$ cat src/rtl/hpe_pkg.sv
// ----------------------------------------------------------------------------
// hpe_pkg: Horner polynomial evaluator shared types and constants
// Payload words, pipeline stage word and register map of the evaluator.
// ----------------------------------------------------------------------------
package hpe_pkg;

   localparam int unsigned DATA_W     = 32;
   localparam int unsigned PROD_W     = 2 * DATA_W;
   localparam int unsigned Q_SHIFT    = 16;
   localparam int unsigned TERM_W     = 3;
   localparam int unsigned NUM_COEFS  = 7;
   localparam int unsigned COEF_IDX_W = 3;
   localparam int unsigned CSR_IDX_W  = 4;
   localparam int unsigned CSR_DATA_W = 32;

   localparam logic [CSR_IDX_W-1:0] CSR_TERM_COUNT = 4'd0;
   localparam logic [CSR_IDX_W-1:0] CSR_COEF_FIRST = 4'd1;
   localparam logic [CSR_IDX_W-1:0] CSR_COEF_LAST  = 4'd7;

   typedef struct packed {
      logic signed [DATA_W-1:0] x_value;
      logic                     last_sample;
   } req_word_type;

   typedef struct packed {
      logic signed [DATA_W-1:0] y_value;
      logic                     last_out;
   } rsp_word_type;

   typedef struct packed {
      logic signed [DATA_W-1:0] x;
      logic signed [DATA_W-1:0] y;
      logic                     last;
   } stage_type;

endpackage

$ cat src/rtl/hpe_step.sv
// ----------------------------------------------------------------------------
// hpe_step: one Horner step
// Multiply stage (y*x, full 64 bits) then shift, add coefficient and saturate.
// An inactive step passes y through unchanged.
// ----------------------------------------------------------------------------
module hpe_step (
   input  logic                             clock,
   input  logic                             reset,
   input  logic                             in_valid,
   output logic                             in_ready,
   input  hpe_pkg::stage_type               in_word,
   input  logic signed [hpe_pkg::DATA_W-1:0] coef,
   input  logic                             active,
   output logic                             out_valid,
   input  logic                             out_ready,
   output hpe_pkg::stage_type               out_word
);

   function automatic logic signed [hpe_pkg::DATA_W-1:0] sat_add(
      input logic signed [hpe_pkg::PROD_W-1:0] prod,
      input logic signed [hpe_pkg::DATA_W-1:0] c
   );
      logic signed [hpe_pkg::PROD_W-hpe_pkg::Q_SHIFT:0] sum;
      logic signed [hpe_pkg::PROD_W-hpe_pkg::Q_SHIFT:0] max_v;
      logic signed [hpe_pkg::PROD_W-hpe_pkg::Q_SHIFT:0] min_v;
      sum   = (hpe_pkg::PROD_W-hpe_pkg::Q_SHIFT+1)'(
                 $signed(prod[hpe_pkg::PROD_W-1:hpe_pkg::Q_SHIFT]))
            + (hpe_pkg::PROD_W-hpe_pkg::Q_SHIFT+1)'(c);
      max_v = (hpe_pkg::PROD_W-hpe_pkg::Q_SHIFT+1)'(
                 $signed({1'b0, {(hpe_pkg::DATA_W-1){1'b1}}}));
      min_v = (hpe_pkg::PROD_W-hpe_pkg::Q_SHIFT+1)'(
                 $signed({1'b1, {(hpe_pkg::DATA_W-1){1'b0}}}));
      if (sum > max_v) begin
         return max_v[hpe_pkg::DATA_W-1:0];
      end else if (sum < min_v) begin
         return min_v[hpe_pkg::DATA_W-1:0];
      end
      return sum[hpe_pkg::DATA_W-1:0];
   endfunction

   logic                              m_valid_ff, m_valid_in;
   hpe_pkg::stage_type                m_word_ff;
   logic signed [hpe_pkg::PROD_W-1:0] m_prod_ff, m_prod_in;
   logic                              a_valid_ff, a_valid_in;
   hpe_pkg::stage_type                a_word_ff, a_word_in;
   logic                              a_ready, m_ready, m_load, a_load;

   assign a_ready  = !a_valid_ff || out_ready;
   assign m_ready  = !m_valid_ff || a_ready;
   assign m_load   = in_valid && m_ready;
   assign a_load   = m_valid_ff && a_ready;
   assign in_ready = m_ready;

   assign m_valid_in = m_ready ? in_valid : m_valid_ff;
   assign a_valid_in = a_ready ? m_valid_ff : a_valid_ff;
   assign m_prod_in  = $signed(in_word.y) * $signed(in_word.x);

   always_comb begin
      a_word_in      = m_word_ff;
      if (active) begin
         a_word_in.y = sat_add(m_prod_ff, coef);
      end
   end

   always_ff @(posedge clock) begin
      if (reset) begin
         m_valid_ff <= 1'b0;
         a_valid_ff <= 1'b0;
      end else begin
         m_valid_ff <= m_valid_in;
         a_valid_ff <= a_valid_in;
      end
   end

   always_ff @(posedge clock) begin
      if (m_load) begin
         m_word_ff <= in_word;
         m_prod_ff <= m_prod_in;
      end
      if (a_load) begin
         a_word_ff <= a_word_in;
      end
   end

   assign out_valid = a_valid_ff;
   assign out_word  = a_word_ff;

   // bypassed step keeps y
   a_bypass_keeps_y: assert property (@(posedge clock) disable iff (reset)
      a_load && !active |=> a_word_ff.y == $past(m_word_ff.y))
      else $error("inactive step altered y");

   a_sideband_kept: assert property (@(posedge clock) disable iff (reset)
      a_load |=> a_word_ff.x == $past(m_word_ff.x) && a_word_ff.last == $past(m_word_ff.last))
      else $error("x or last lost across add stage");

   a_mult_hold: assert property (@(posedge clock) disable iff (reset)
      m_valid_ff && !a_ready |=> m_valid_ff && $stable(m_prod_ff) && $stable(m_word_ff))
      else $error("blocked multiply stage changed");

endmodule

$ cat config.mk
export PLATFORM = sky130hd
export DESIGN_NAME = hpe_step
export DESIGN_NICKNAME = d
export VERILOG_FILES = /design/src/rtl/hpe_pkg.sv /design/src/rtl/hpe_step.sv
export SDC_FILE = /design/constraint.sdc
export NUM_CORES = 2
export LEC_CHECK = 0
export ABC_AREA = 1
export BUFFER_PORTS_ARGS = -buffer_cell sky130_fd_sc_hd__buf_2
export CAP_MARGIN = 25
export CORE_ASPECT_RATIO = 1.5
export CORE_MARGIN = 2
export CORE_UTILIZATION = 50
export CTS_CLUSTER_DIAMETER = 40
export DETAILED_ROUTE_END_ITERATION = 6
export GPL_TIMING_DRIVEN = 0
export PLACE_DENSITY_LB_ADDON = 0.05
export SETUP_SLACK_MARGIN = 0.2
export SLEW_MARGIN = 20
export SYNTH_ARGS = -nofsm -noshare
export SYNTH_HDL_FRONTEND = slang
export SYNTH_SLANG_ARGS = --single-unit
export TNS_END_PERCENT = 50
$ cat constraint.sdc
create_clock -name clock -period 10.95 [get_ports clock]
set_clock_uncertainty 0.15 [all_clocks]
set_input_delay 2.7375 -clock clock [delete_from_list [all_inputs] [get_ports clock]]
set_output_delay 2.7375 -clock clock [all_outputs]
set_load 0.02 [all_outputs]
### Word level (Yosys, flattened, before mapping)

Cells that the tools add are included.

* add/sub/neg operators: 1
* multipliers: 1
* $lt $le $gt $ge: 2
* muxes and demuxes: 7
* reduce and logical (&&, ||, !) cells: 6

Operator list (count)
* 32-bit two-way mux: 4
* 32-bit by 32-bit multiplier with 64-bit output: 1
* 48-bit by 32-bit adder with 49-bit output: 1
* 49-bit by 32-bit greater-than comparator with 1-bit output (second input constant): 1
* 49-bit by 32-bit < comparator with 1-bit output (second input constant): 1
* 1-bit two-way mux: 3
* 1-bit logical AND: 2
* 1-bit logical NOT: 2
* 1-bit logical OR: 2

* flip-flop bits (word level): 196
* logic and storage cells: 26

### Logic depth before layout (Yosys ltp)

* depth in word-level cells: 7
* gate-level depth with buffers: 30
* gate-level depth less buffers: 29

### Worst setup path after synthesis

Ideal clock, no wire load.

* path type: input to register
* start: in in_word[32] (netlist bit)
* end: reg m_prod_ff[63] (netlist bit), data pin
* arrival time: 9.371 ns
* setup slack: 1.169 ns
* cell stages on the path: 26
* buffers on the path: 1
* cell sequence: clkbuf_1 > nand2_1 > inv_1 > fa_1 > inv_1 > fa_1 > inv_1 > fa_1 > fa_1 > inv_1 > fa_1 > inv_1 > fa_1 > inv_1 > fa_1 > inv_1 > fa_1 > ha_1 > a21oi_1 > o21a_1 > inv_1 > a21oi_1 > o21ai_0 > a211oi_1 > nand2_1 > xnor2_1

* longest elaborated chain between the ends: 1

RTL lines
* start: declaration: line hpe_step.sv:11 `input hpe_pkg::stage_type in_word,`
* 32-bit by 32-bit multiplier with 64-bit output: line hpe_step.sv:56 `assign m_prod_in = $signed(in_word.y) * $signed(in_word.x);`
* via m_prod_in (one bit): line hpe_step.sv:43 `logic signed [hpe_pkg::PROD_W-1:0] m_prod_ff, m_prod_in;`
* end signal: assignment: line hpe_step.sv:78 `m_prod_ff <= m_prod_in;`
* end: declaration: line hpe_step.sv:43

The timed path passes the listed nets, and every way through them passes these cells.
A chain may end at the register's enable or synchronous reset.

### Final worst setup path

* start: in in_word[17] (netlist bit)
* end: reg m_prod_ff[57] (netlist bit), data pin

The elaborated chain is that of the path after synthesis.

==> summary.txt <==
Min path
  – Hold depth: 0
  – Hold EP: out_word[40]
  – Min-delay src: a_word_in[40]
  – Hold WC Path Type: reg2reg

Floorplanning
  – Die W: 256 µm
  – Starting Density: 50.5%
  – IO Pins: 169
  – Die Y: 382 µm
  – Total core area: 94300 µm²
  – Die footprint: 97700 µm²
  – Rows: 138

Global route
  – First-pass GRT wire length: 278000 µm
  – All-Layer GR Usage: 40.8%
  – Largest net degree at the start of global routing: 95
  – Global route overflow: 0
  – Vias in the first global route: 42000
  – Initial antenna violation count: 9

Synthesis
  – Cell taking the most area after synthesis: fa_1
  – Yosys warns: 0
  – Synthesized area: 47600 µm²
  – Count of state elements after synthesis: 180
  – Sequential-to-total area share from yosys stat: 11.3%
  – Synth Area in Adders: 51.5%
  – Post-Synthesis Cells: 5785
  – Synth top area cells: fa_1 46%, inv_1 14%, nand2_1 12%, edfxtp_1 11%, ha_1 6.0%
  – Yosys top cell area share: 45.5%
  – Largest family of logic cells by synthesized area: adder cells
  – Post-synthesis xor/xnor area fraction: 1.66%
  – Syn_nets: 7197
  – Mean Syn Cell Area: 8.22 µm²
  – Synth cell types: 44
  – Async S/R FF share, synth: 0%
  – Post-synthesis mux area share: 0%
  – Top_reg_cell synth: edfxtp_1
  – EDFF count, synth: 178
  – Compound-Gate Fraction of Synth Area: 3.60%
  – Simple-Gate Fraction of Synth Area: 16.2%

Final layout
  – Fin nets: 7421
  – Multi-input gate area: 34700 µm²
  – Fillers: 9309
  – Layout area overhead: 7.66%
  – Fin util: 54.3%
  – Storage element area: 5390 µm²
  – Layout cells sized above 1: 6.86%

Setup path
  – Critical path fanouts, max: 10
  – CP endpoint kind: register
  – RR Startpoint: m_prod_ff[16]
  – R2r endpoint: out_word[24]
  – Startpoint types: primary input
  – Worst reg2reg setup slack: 6860 ps
  – Critical path type: in2reg
  – Req. time, crit path: 11080 ps
  – Worst reg-to-reg path cell count: 19
  – Critical path arrival: 10800 ps

Placement
  – Port-buffer cells: 168
  – Hpwl dp: 162000 µm
  – RePlAce Congestion: 1.03
  – Worst slack, placed: -1260 ps

Drt
  – Final wirelength: 193000 µm
  – Final ANT Viol Nets: 0
  – Drt initial violations: 3433
  – Drt first pass iters: 7
  – DRC Markers: 4
  – Vias per Instance: 5.39
  – Via count: 39300
  – Post-DR wirelength/cell: 26.4 µm

CTS
  – Clock Sinks: 180
  – CTS Buf Count: 17
  – CTS tree: built
  – CTS Root Cell: clkbuf_16
  – Skew-Pair Late Insertion Delay: 560 ps
  – H-Tree Depth: 4
  – Post-CTS Hold Fix Bufs: 0
  – Worst-path clk slew: 70 ps
  – CTS Buffer Depth: 2

STA
  – RSZ-0062 raised after global routing: true
  – Worst-margin pin slew: 1240 ps
  – Fmax achieved: 0.0938 GHz
  – Tmin final: 10660 ps
  – Worst slew margin: 17.0%
  – Slew Viols, Final: 0
  – Final period util: 97.4%
  – Final setup fails: 0
  – Hold Vio Cnt, Final: 0
  – Setup slack after layout: 286 ps

Run
  – Max-cap violations: 0

Outcome
  – Failing checks: DRC
  – Outcome: finished, violations left
-- sequential cells by signal, summed over array words and instances, names as in the netlist --
register and count:
out_word 65, m_prod_ff 48, m_valid_ff 1, out_valid 1
m_word_ff 32, a_word_in 33
-- how the worst max path moves through the flow --
stage / start / end / slack (ps) / cells past startpoint
2_1_floorplan: in_word[32] / m_prod_ff[63] / 1170 / 26
3_5_place_dp: in_word[32] / m_prod_ff[62] / -1260 / 22
4_1_cts: in_word[18] / m_prod_ff[61] / 210 / 24
5_1_grt: in_word[17] / m_prod_ff[47] / 150 / 22
3_3_place_gp: in_word[32] / m_prod_ff[62] / -1380 / 22
6_report: in_word[17] / m_prod_ff[57] / 290 / 23
-- cell families after synthesis --
kind of cell	count (synthesis)
compound gates	292
xor+xnor	90
fa+ha+maj	1310
buf+inv	1978
flops	180
simple gates	1935
-- layout make-up --
cell class	count	share of cell area, %
flip-flops and latches	180	10.5
clock inverters	15	0.318
clock buffers	17	0.831
repair buffers	205	2.56
inverters	1776	13.0
well taps	1260	3.08
diodes	5	0.0244
multi-input cells	3627	67.9
plain buffers	202	1.78
-- repair_timing --
| item | CTS | global route |
|---|---|---|
| endpoints found under the setup margin | 16 | 13 |
| buffers inserted | 0 | 12 |
| resized for setup | 13 | 143 |
| pin swaps | 0 | 2 |
-- routing by layer --
layer  GRT usage (%)  up-vias  part of all wire (%)
met3            9.27      765                   8.7
met2            68.0     1993                    47
met1            43.8    19600                    33
li1                -    16900                     -
met5               0        -                 0.021
met4            35.5        6                    11
-- per-stage QoR --
stage               instances  hold WS (ps)  cell area, µm²  TNS (ps)
detailed placement       7234           255           50300    -13120
finish                   7287           270           51200         0
floorplan                5785           250           47600         0
global placement         7213           251           50000    -14820
global route             7282           276           51200         0
CTS                      7266           271           51000         0
-- worst max-delay path, cell delays in order --
cell and delay, ps:
buf_2 230, clkdlybuf4s15_1 860, nand2_1 180, fa_1 560, fa_1 570, fa_1 610, fa_1 460, fa_1 820
inv_1 110, fa_1 470, fa_1 530, fa_1 420, ha_1 390, nand2_1 120, nor2_1 210, nand2_1 90
nor4_1 410, nand3_1 150, nand3_1 210, nand2_1 80, o211ai_1 230, a21oi_1 160, xnor2_1 180
-- cells in the final DEF, fill, tap and decap left out, types with 4 or more instances in the layout --
master,instances
inv_1,1765
nand2_1,1559
fa_1,1078
ha_1,228
nor2_1,210
edfxtp_1,178
buf_2,169
a21oi_1,146
clkbuf_1,126
clkbuf_2,64
xor2_1,53
o21ai_0,51
nand3_1,50
nand4_1,40
xnor2_1,37
a21oi_2,31
a31oi_1,25
buf_6,20
clkbuf_16,17
nor3_1,15
buf_4,14
nor2_2,14
o21a_1,11
nand3_2,11
nand2_2,10
inv_2,9
o21bai_1,9
or2_2,7
buf_8,6
diode_2,5
inv_6,5
nor4_1,4
a21o_1,4
inv_8,4
fa_2,4
clkinv_8,4
buf_16,4
-- synth_stat cells, types with 11 or more instances --
| library cell | n |
|---|---|
| inv_1 | 1768 |
| a31oi_1 | 25 |
| xor2_1 | 53 |
| nand3_2 | 11 |
| xnor2_1 | 37 |
| o21ai_0 | 53 |
| nand4_1 | 40 |
| edfxtp_1 | 178 |
| nor2_2 | 14 |
| ha_1 | 228 |
| nand2_1 | 1559 |
| o21a_1 | 11 |
| nor2_1 | 210 |
| a21oi_2 | 30 |
| a21oi_1 | 148 |
| nand3_1 | 50 |
| nor3_1 | 15 |
| clkbuf_1 | 195 |
| fa_1 | 1082 |
Power is not shown: default switching activity piles up to over one toggle a cycle in this logic, so the estimate is an artifact.
